--- src/rtl/sensor_uart_frame_receiver_core_assert.svh ---
// ----------------------------------------------------------------------------
// sensor_uart_frame_receiver_core_assert
// Assertion macros for the sensor UART frame receiver.
// ----------------------------------------------------------------------------
`ifndef SENSOR_UART_FRAME_RECEIVER_CORE_ASSERT_SVH
`define SENSOR_UART_FRAME_RECEIVER_CORE_ASSERT_SVH
`ifndef SYNTH
`define SUFR_ASSERT_IMPL(label, a, c) \
  label: assert property (@(posedge clk) disable iff (rst) (a) |-> (c)) else $error("assert");
`define SUFR_ASSERT_NEXT(label, a, c) \
  label: assert property (@(posedge clk) disable iff (rst) (a) |=> (c)) else $error("assert");
`else
`define SUFR_ASSERT_IMPL(label, a, c)
`define SUFR_ASSERT_NEXT(label, a, c)
`endif
`endif

--- src/rtl/sufr_pkg.sv ---
// ----------------------------------------------------------------------------
// sufr_pkg
// Shared types and constants of the sensor UART frame receiver.
// ----------------------------------------------------------------------------
`default_nettype none
package sufr_pkg;
  localparam int FRAME_BYTES_DEF = 128;
  localparam logic [7:0] CH_OPEN  = 8'h7B;
  localparam logic [7:0] CH_CLOSE = 8'h7D;
  localparam logic [7:0] CMD_MEAS = 8'h4D;
  localparam logic [1:0] ST_OK    = 2'd0;
  localparam logic [1:0] ST_LEN   = 2'd1;
  localparam logic [1:0] ST_CSUM  = 2'd2;
  localparam logic [1:0] ST_OVF   = 2'd3;
  localparam logic [19:0] MILLION = 20'd1000000;

  // Word passed from the parser to the decoder.
  typedef struct packed {
    logic [1:0]  status;
    logic [7:0]  command;
    logic        meas;
    logic [15:0] sensor_error;
    logic [31:0] raw;
  } frame_t;
endpackage
`default_nettype wire

--- src/rtl/sufr_fifo.sv ---
// ----------------------------------------------------------------------------
// sufr_fifo
// Two-entry queue between the parser and the decoder.
// ----------------------------------------------------------------------------
`default_nettype none
module sufr_fifo (
  input  wire logic             clk,
  input  wire logic             rst,
  input  wire logic             wr_valid,
  input  wire sufr_pkg::frame_t wr_data,
  output logic                  full,
  output logic                  rd_valid,
  output sufr_pkg::frame_t      rd_data,
  input  wire logic             rd_take
);
  sufr_pkg::frame_t mem [2];
  logic       wp, rp;
  logic [1:0] count;

  assign full     = (count == 2'd2);
  assign rd_valid = (count != 2'd0);
  assign rd_data  = mem[rp];

  // Pointers and fill count
  always_ff @(posedge clk) begin
    if (rst) begin
      wp <= 1'b0;
      rp <= 1'b0;
      count <= 2'd0;
    end else begin
      if (wr_valid && !full) wp <= ~wp;
      if (rd_take && rd_valid) rp <= ~rp;
      count <= count + 2'((wr_valid && !full) ? 1 : 0) - 2'((rd_take && rd_valid) ? 1 : 0);
    end
  end

  always_ff @(posedge clk) begin
    if (wr_valid && !full) mem[wp] <= wr_data;
  end
endmodule
`default_nettype wire

--- src/rtl/sufr_parser.sv ---
// ----------------------------------------------------------------------------
// sufr_parser
// Hunts for the frame start, collects bytes, checks length and checksum.
// ----------------------------------------------------------------------------
`default_nettype none
module sufr_parser #(
  parameter int FRAME_BYTES = sufr_pkg::FRAME_BYTES_DEF
) (
  input  wire logic         clk,
  input  wire logic         rst,
  input  wire logic         byte_valid,
  input  wire logic [7:0]   byte_data,
  output logic              frame_valid,
  output sufr_pkg::frame_t  frame
);
  logic        in_frame;
  logic [7:0]  byte_count;
  logic [7:0]  lagged_sum;
  logic [7:0]  r0, r1, r2;
  logic [23:0] header_fields;
  logic [47:0] payload_bytes;

  logic [7:0]  sum_next, r1_next;
  logic [23:0] hdr_next;
  logic [47:0] pay_next;
  logic [15:0] len;
  logic [8:0]  cnt_next;
  logic        overflow;

  assign overflow = (byte_count >= 8'(FRAME_BYTES));

  // Byte store with lagged checksum
  always_comb begin
    sum_next = (byte_count >= 8'd3) ? lagged_sum + r2 : lagged_sum;
    r1_next  = r0;
    hdr_next = header_fields;
    pay_next = payload_bytes;
    if (byte_count >= 8'd1 && byte_count <= 8'd3)
      hdr_next[8*(byte_count[1:0]-2'd1) +: 8] = byte_data;
    else if (byte_count >= 8'd4 && byte_count <= 8'd9)
      pay_next[8*(byte_count[3:0]-4'd4) +: 8] = byte_data;
    cnt_next = {1'b0, byte_count} + 9'd1;
    len      = hdr_next[23:8];
  end

  // Frame word
  always_comb begin
    frame = '0;
    frame.command = header_fields[7:0];
    frame_valid = 1'b0;
    if (byte_valid && in_frame) begin
      if (overflow) begin
        frame_valid  = 1'b1;
        frame.status = sufr_pkg::ST_OVF;
      end else if (byte_data == sufr_pkg::CH_CLOSE) begin
        frame_valid   = 1'b1;
        frame.command = hdr_next[7:0];
        if (len < 16'd6 || len != {7'd0, cnt_next})
          frame.status = sufr_pkg::ST_LEN;
        else if (r1_next != 8'(8'd0 - sum_next))
          frame.status = sufr_pkg::ST_CSUM;
        else
          frame.status = sufr_pkg::ST_OK;
        if (frame.status == sufr_pkg::ST_OK && hdr_next[7:0] == sufr_pkg::CMD_MEAS) begin
          frame.meas         = 1'b1;
          frame.sensor_error = pay_next[15:0];
          frame.raw          = pay_next[47:16];
        end
      end
    end
  end

  // Frame state
  always_ff @(posedge clk) begin
    if (rst) begin
      in_frame <= 1'b0;
      byte_count <= '0;
      lagged_sum <= '0;
      r0 <= '0; r1 <= '0; r2 <= '0;
      header_fields <= '0;
      payload_bytes <= '0;
    end else if (byte_valid) begin
      if (!in_frame) begin
        if (byte_data == sufr_pkg::CH_OPEN) begin
          in_frame <= 1'b1;
          byte_count <= 8'd1;
          lagged_sum <= '0;
          r0 <= byte_data; r1 <= '0; r2 <= '0;
          header_fields <= '0;
          payload_bytes <= '0;
        end
      end else if (overflow || byte_data == sufr_pkg::CH_CLOSE) begin
        in_frame <= 1'b0;
      end else begin
        byte_count <= cnt_next[7:0];
        lagged_sum <= sum_next;
        r2 <= r1; r1 <= r1_next; r0 <= byte_data;
        header_fields <= hdr_next;
        payload_bytes <= pay_next;
      end
    end
  end
endmodule
`default_nettype wire

--- src/rtl/sufr_decode.sv ---
// ----------------------------------------------------------------------------
// sufr_decode
// Pipelined float to integer and millionths decode with output register.
// ----------------------------------------------------------------------------
`default_nettype none
module sufr_decode (
  input  wire logic              clk,
  input  wire logic              rst,
  input  wire logic              in_valid,
  input  wire sufr_pkg::frame_t  in_frame,
  output logic                   in_take,
  output logic                   out_valid,
  input  wire logic              out_stall,
  output logic [1:0]             frame_status,
  output logic [7:0]             command,
  output logic                   is_measurement,
  output logic [15:0]            sensor_error,
  output logic [31:0]            conc_raw,
  output logic signed [31:0]     conc_integer,
  output logic signed [20:0]     conc_millionths
);
  // Stage 1: shift mantissa
  logic              v1;
  sufr_pkg::frame_t  f1;
  logic [31:0]       mag1;
  logic [42:0]       frac1;
  logic              sat1, neg1;
  // Stage 2: millionths product
  logic              v2;
  sufr_pkg::frame_t  f2;
  logic [31:0]       mag2;
  logic              neg2;
  logic [62:0]       prod2;
  logic              adv;

  logic [7:0]  e;
  logic [23:0] m;
  logic [73:0] wide;
  logic [31:0] mag_c;
  logic [42:0] frac_c;
  logic        sat_c;
  logic [19:0] fr;

  assign adv     = !(out_valid && out_stall);
  assign in_take = adv && in_valid;
  assign fr      = prod2[62:43];

  // value = m * 2^(e-150); wide holds it with 43 fraction bits, enough for any
  // fraction that can still reach one millionth; smaller values decode to zero
  always_comb begin
    e = in_frame.raw[30:23];
    m = {1'b1, in_frame.raw[22:0]};
    wide = '0; sat_c = 1'b0;
    if (e == 8'd255) begin
      sat_c = (in_frame.raw[22:0] == 23'd0);
    end else if (e >= 8'd158) begin
      sat_c = 1'b1;
    end else if (e >= 8'd107) begin
      wide = {50'd0, m} << (e - 8'd107);
    end
    mag_c  = {1'b0, wide[73:43]};
    frac_c = wide[42:0];
  end

  // Pipeline
  always_ff @(posedge clk) begin
    if (rst) begin
      v1 <= 1'b0; v2 <= 1'b0; out_valid <= 1'b0;
    end else if (adv) begin
      v1 <= in_valid;
      v2 <= v1;
      out_valid <= v2;
    end
  end

  always_ff @(posedge clk) begin
    if (adv) begin
      f1 <= in_frame; mag1 <= mag_c; frac1 <= frac_c;
      sat1 <= sat_c; neg1 <= in_frame.raw[31];
      f2 <= f1; neg2 <= neg1;
      mag2 <= sat1 ? (neg1 ? 32'h8000_0000 : 32'h7FFF_FFFF) : mag1;
      prod2 <= sat1 ? 63'd0 : {20'd0, frac1} * {43'd0, sufr_pkg::MILLION};
      frame_status   <= f2.status;
      command        <= f2.command;
      is_measurement <= f2.meas;
      sensor_error   <= f2.meas ? f2.sensor_error : 16'd0;
      conc_raw       <= f2.meas ? f2.raw : 32'd0;
      if (!f2.meas) begin
        conc_integer <= '0; conc_millionths <= '0;
      end else if (mag2[31]) begin
        conc_integer <= signed'(mag2); conc_millionths <= '0;
      end else begin
        conc_integer    <= neg2 ? -signed'(mag2) : signed'(mag2);
        conc_millionths <= neg2 ? -signed'({1'b0, fr}) : signed'({1'b0, fr});
      end
    end
  end
endmodule
`default_nettype wire

--- src/rtl/sensor_uart_frame_receiver_core.sv ---
// ----------------------------------------------------------------------------
// Sensor UART frame receiver.
// Input channel: one received word per accepted cycle on rx_byte (valid/stall).
// Output channel: one result word per frame on valid/stall with status, command
// and, for a good measurement frame, error code, raw float and decoded value.
// The parser takes one word every cycle unless the queue is full; it collects
// a frame from '{' to '}', keeps a running lagged checksum and emits a frame
// word at the closing byte or on overflow. A two-entry queue separates the
// parser from a three-stage decode pipeline (shift, multiply by one million,
// negate and register). Throughput is one word per cycle while not stalled;
// a frame yields one result.
// When the receiver stalls, the decode pipeline holds, the queue fills, and
// stall is raised on the input once the queue is full.
// Reset clears the hunt state, the queue and the pipeline valid bits.
// ----------------------------------------------------------------------------
`default_nettype none
`include "sensor_uart_frame_receiver_core_assert.svh"
module sensor_uart_frame_receiver_core #(
  parameter int FRAME_BYTES = sufr_pkg::FRAME_BYTES_DEF
) (
  input  wire logic              clk,
  input  wire logic              rst,
  input  wire logic              in_valid,
  output logic                   in_stall,
  input  wire logic [7:0]        rx_byte,
  output logic                   out_valid,
  input  wire logic              out_stall,
  output logic [1:0]             frame_status,
  output logic [7:0]             command,
  output logic                   is_measurement,
  output logic [15:0]            sensor_error,
  output logic [31:0]            conc_raw,
  output logic signed [31:0]     conc_integer,
  output logic signed [20:0]     conc_millionths
);
  logic             full, fv, qv, qtake;
  sufr_pkg::frame_t fw, qw;

  assign in_stall = full;

  sufr_parser #(.FRAME_BYTES(FRAME_BYTES)) u_parser (
    .clk, .rst, .byte_valid(in_valid && !full), .byte_data(rx_byte),
    .frame_valid(fv), .frame(fw));

  sufr_fifo u_fifo (
    .clk, .rst, .wr_valid(fv), .wr_data(fw), .full, .rd_valid(qv),
    .rd_data(qw), .rd_take(qtake));

  sufr_decode u_decode (
    .clk, .rst, .in_valid(qv), .in_frame(qw), .in_take(qtake),
    .out_valid, .out_stall, .frame_status, .command, .is_measurement,
    .sensor_error, .conc_raw, .conc_integer, .conc_millionths);

  // Checks
  `SUFR_ASSERT_IMPL(a_meas_ok, out_valid && is_measurement, frame_status == sufr_pkg::ST_OK)
  `SUFR_ASSERT_IMPL(a_no_meas_zero, out_valid && !is_measurement, conc_raw == 32'd0)
  `SUFR_ASSERT_NEXT(a_out_hold, out_valid && out_stall, out_valid)
endmodule
`default_nettype wire
--- config.mk ---
export PLATFORM = sky130hd
export DESIGN_NAME = sensor_uart_frame_receiver_core
export DESIGN_NICKNAME = d
export VERILOG_FILES = /design/src/rtl/sufr_pkg.sv /design/src/rtl/sufr_fifo.sv /design/src/rtl/sufr_parser.sv /design/src/rtl/sufr_decode.sv /design/src/rtl/sensor_uart_frame_receiver_core.sv
export VERILOG_INCLUDE_DIRS = /design/src /design/src/rtl
export SDC_FILE = /design/constraint.sdc
export NUM_CORES = 2
export LEC_CHECK = 0
export ABC_CLOCK_PERIOD_IN_PS = 9850
export BUFFER_PORTS_ARGS = -buffer_cell sky130_fd_sc_hd__buf_2
export CAP_MARGIN = 10
export CORE_MARGIN = 3
export CORE_UTILIZATION = 57
export CTS_CLUSTER_DIAMETER = 50
export DETAILED_ROUTE_END_ITERATION = 10
export GPL_ROUTABILITY_DRIVEN = 0
export PLACE_DENSITY = 0.84
export RECOVER_POWER = 100
export SLEW_MARGIN = 0
export SYNTH_ARGS = -nofsm -noshare
export SYNTH_HDL_FRONTEND = slang
export SYNTH_HIERARCHICAL = 1
export SYNTH_SLANG_ARGS = --single-unit
--- constraint.sdc ---
create_clock -name clk -period 9.85 [get_ports clk]
set_clock_uncertainty 0.15 [all_clocks]
set_input_delay 0.4925 -clock clk [delete_from_list [all_inputs] [get_ports clk]]
set_output_delay 0.4925 -clock clk [all_outputs]
set_load 0.01 [all_outputs]
==> metrics.md <==
| Metric | Value |
|---|---|
| Status | finished, violations left |
| Failing checks | capacitance limit, slew limit |
| Worst-case clock buffer depth | 3 |
| Initial antenna violation count | 4 |
| Fin crit period | 7.288 ns |
| FP Rows | 90 |
| Layout cell share with drive strength beyond 1 | 6.437% |
| RR Endpoint | u_decode/frac1[38]$_SDFFCE_PP0N_ |
| GRT overflow | 0 |
| Reg2reg setup slack | 2.56 ns |
| Delay-heaviest family, CP | buffers and inverters |
| Yosys warning count | 6 |
| Combinational share of power | 0.4% |
| R2R depth | 11 |
| Final hold vios | 0 |
| Clock latency on the worst-skew pair | 0.63 ns |
| Final Net Count | roughly 3,600 |
| Synth Flop Type | edfxtp_1 |
| Power Internal | 4.175 mW |
| Vias in the first global route | 24,560 |
| Synth unique cells | 99 |
| Max Slew Vio Count | 660 |
| Synth Instances | 3,139 |
| Core Util, Final | between 60% and 70% |
| Leakage Power | around 17 nW |
| Max Fclk | 137.2 MHz |
| CP endpoint | u_decode/frac1[38]$_SDFFCE_PP0N_ |
| Global-route wire length before repair | 132.7 mm |
| Setup TNS | 0 ns |
| Routed Wire Length | roughly 84 mm |
| Iteration-0 DRC count of the detailed router | 3,117 |
| Worst path max stage delay | 1.39 ns |
| I/O Buffers | around 130 |
| Vias | 24,940 |
| NetSw | 1.091 mW |
| CTS sink cnt | just under 600 |
| Commonest cells after routing, fill and taps aside | edfxtp_1 (475), inv_1 (317), nor2_1 (285) |
| Die footprint | approximately 0.065 mm^2 |
| Startpoint Class | flip-flop |
| Largest net degree at the start of global routing | roughly 180 |
| FFs w/ async S/R, synth | 0% |
| Most used cell, CP | clkbuf_1 |
| Root buf cell | clkbuf_16 |
| Worst Path Required | ~10 ns |
| Clk pwr share | 48.7% |
| Maximum VDD drop | 0.1583 mV |
| Avg Cell Area, Syn | 11.32 um^2 |
| DRC Markers | 0 |
| Critical path cell sequence | mux2_2, clkbuf_1, inv_1, ha_1, or2_2, a211oi_1, a21oi_1, clkbuf_1, nand3b_1, or3_1, o22ai_1 |
| Vias per cell | 6.073 |
| Area of the core | 0.06103 mm^2 |
| H-tree levels | 3 |
| DRT Pass-1 Iters | 10 |
| HPWL after DPL | 57.79 mm |
| Worst-path fanout max | 30 |
| Worst hold path type | in -> reg |
| Max_slew headroom | -184.2% |
| Reg power frac | 50.9% |
| Syn nets | approximately 3,600 |
| Final worst-path cycle share | 73.99% |
| WP data arrival | approximately 7.5 ns |
| Commonest non-fill, non-tap cell in the layout | edfxtp_1 |
| Max-cap violation count | 12 |
| Post-synthesis sequential area ratio | 46.98% |
| EDFF count, synth | roughly 480 |
| Antenna diode count | 0 |
| Final Setup Violations | 0 |
| Post-CTS sizing | 0 |
| I/O pin cnt | 126 |
| Starting density of the core | 58.20% |
| RSZ-0062 raised after global routing | no |
| Fill count | 4,496 |
| Die H | between 200 and 300 um |
| CTS tree | done |
| Cts-stage hold buffer count | 1 |
| Post-DRT Antenna Nets | 0 |
| Measured slew at the worst slew-check pin | 4.262 ns |
| Total GRT Usage | ~25% |
| Clock Pin Slew Worst Setup and Hold Paths | 0.06 ns |
| Crit path max-delay cell type | clkbuf_1 |
| PD cells | 135.5 mW/mm^2 |
| FF+latch count, synth | 596 |
| Net Sw Frac | 20.72% |
| Die W | 255.6 um |
| Synth-to-Final Area Change | 9.381% |
| Crit path capture type | flip-flop |
| WS Path Type | reg -> reg |
| WL per Instance | 20.36 um |
| Total CTS buffers | 71 |
| Buf/Inv on CP | 3 |
| Cell count along the critical path | 11 |
| Setup bufs post-CTS | 0 |
| Syn Std Cell Area | 0.03552 mm^2 |
==> power groups by stage <==
| stage | clock network [mW] | logic (mW) | registers [mW] |
|---|---|---|---|
| after floorplan | 0 | 0.0130 | 2.73 |
| after global placement | 0 | 0.0207 | 2.73 |
| after detailed placement | 0 | 0.0207 | 2.73 |
| after CTS | 2.62 | 0.0213 | 2.68 |
| after global routing | 2.71 | 0.0223 | 2.68 |
| final | 2.57 | 0.0212 | 2.68 |
==> cell usage after synthesis (all sizes together), types with 39 or more instances <==
library cell / n / area (um^2)
inv: 317 / 1190
and2: 87 / 545.5
nor2: 286 / 1079
a22oi: 69 / 518.0
xnor2: 45 / 401.6
nor3: 58 / 316.6
mux2: 66 / 780.7
buf: 39 / 224.0
a21oi: 165 / 829.6
dfxtp: 121 / 2422
fa: 191 / 3824
edfxtp: 475 / 14260
nand2: 190 / 713.2
xor2: 47 / 411.6
o21ai: 120 / 623.1
mux2i: 68 / 680.7
nand3: 85 / 430.4
clkbuf: 104 / 392.9
ha: 215 / 2690
==> state kept, by name (all words and copies together), names as in the netlist, 16 cells and up, named ones only <==
signal and flops:
u_fifo/mem 118, u_decode/f1 59, u_decode/f2 59, u_parser/payload_bytes 48
u_decode/frac1 43, u_decode/conc_integer 32, u_decode/conc_raw 32, u_decode/mag2 32
u_decode/mag1 31, u_parser/header_fields 24, u_decode/conc_millionths 21, u_decode/prod2 20
u_decode/sensor_error 16
==> cell families (layout without fill, tap and decap cells) <==
logic type      count (synthesis)  count (layout)  share of synthesized area [%]
flops                         596             596                          46.98
compound gates                525             525                          9.293
simple gates                  909             909                          12.82
mux                           151             151                          5.192
xor+xnor                       92              92                          2.290
buf+inv                       460             599                          5.087
fa+ha+maj                     406             406                          18.34
==> layer usage <==
metal / GRT usage (%) / share of wire, % / vias to the layer above
met2: 39.75 / 46 / 1386
met3: 5.521 / 9.8 / 282
met5: 0 / 0.017 / -
li1: - / - / 11280
met1: 34.37 / 40 / 11990
met4: 10.20 / 4.2 / 2
==> worst min-delay path by stage <==
stage | slack, ns | start | cells past startpoint | to
6_report | 0.1 | rx_byte[6] | 3 | u_parser/r0[6]$_SDFFE_PP0P_
5_1_grt | 0.08 | rx_byte[0] | 3 | u_parser/payload_bytes[0]$_SDFFE_PP0P_
4_1_cts | 0.05 | rst | 2 | u_parser/lagged_sum[0]$_SDFFE_PP0P_
3_5_place_dp | 0.25 | u_decode/f1[21]$_DFFE_PN_ | 0 | u_decode/f2[21]$_DFFE_PN_
3_3_place_gp | 0.25 | u_decode/f2[52]$_DFFE_PN_ | 0 | u_decode/command[3]$_DFFE_PN_
2_1_floorplan | 0.25 | u_decode/f2[49]$_DFFE_PN_ | 0 | u_decode/command[0]$_DFFE_PN_
==> final cells by class <==
cell class	instances	area [um^2]	share of cell area [%]
flip-flops and latches	596	16690	42.95
clock buffers	90	1952	5.024
well taps	828	1036	2.667
clock inverters	40	392.9	1.011
multi-input cells	2083	16940	43.61
inverters	317	1190	3.063
repair buffers	152	651.9	1.678
==> per-stage QoR <==
| step | total power [mW] | instances | worst slack [ns] | hold WS [ns] | area (um^2) |
|---|---|---|---|---|---|
| finish | 5.266 | 4106 | 2.562 | 0.09758 | 38850 |
| floorplan | 2.745 | 3139 | 0.02854 | 0.2503 | 35520 |
| global placement | 2.753 | 3974 | 3.622 | 0.2509 | 36830 |
| global route | 5.406 | 4106 | 2.005 | 0.08247 | 38850 |
| CTS | 5.316 | 4105 | 3.391 | 0.04984 | 39190 |
| detailed placement | 2.753 | 3974 | 3.475 | 0.2545 | 36830 |
==> tightest hold or removal path, cell delays in order <==
cell     delay [ns]
buf_2          0.18
nand2_1        0.09
a21oi_1        0.06
(Power assumes the default switching activity.)
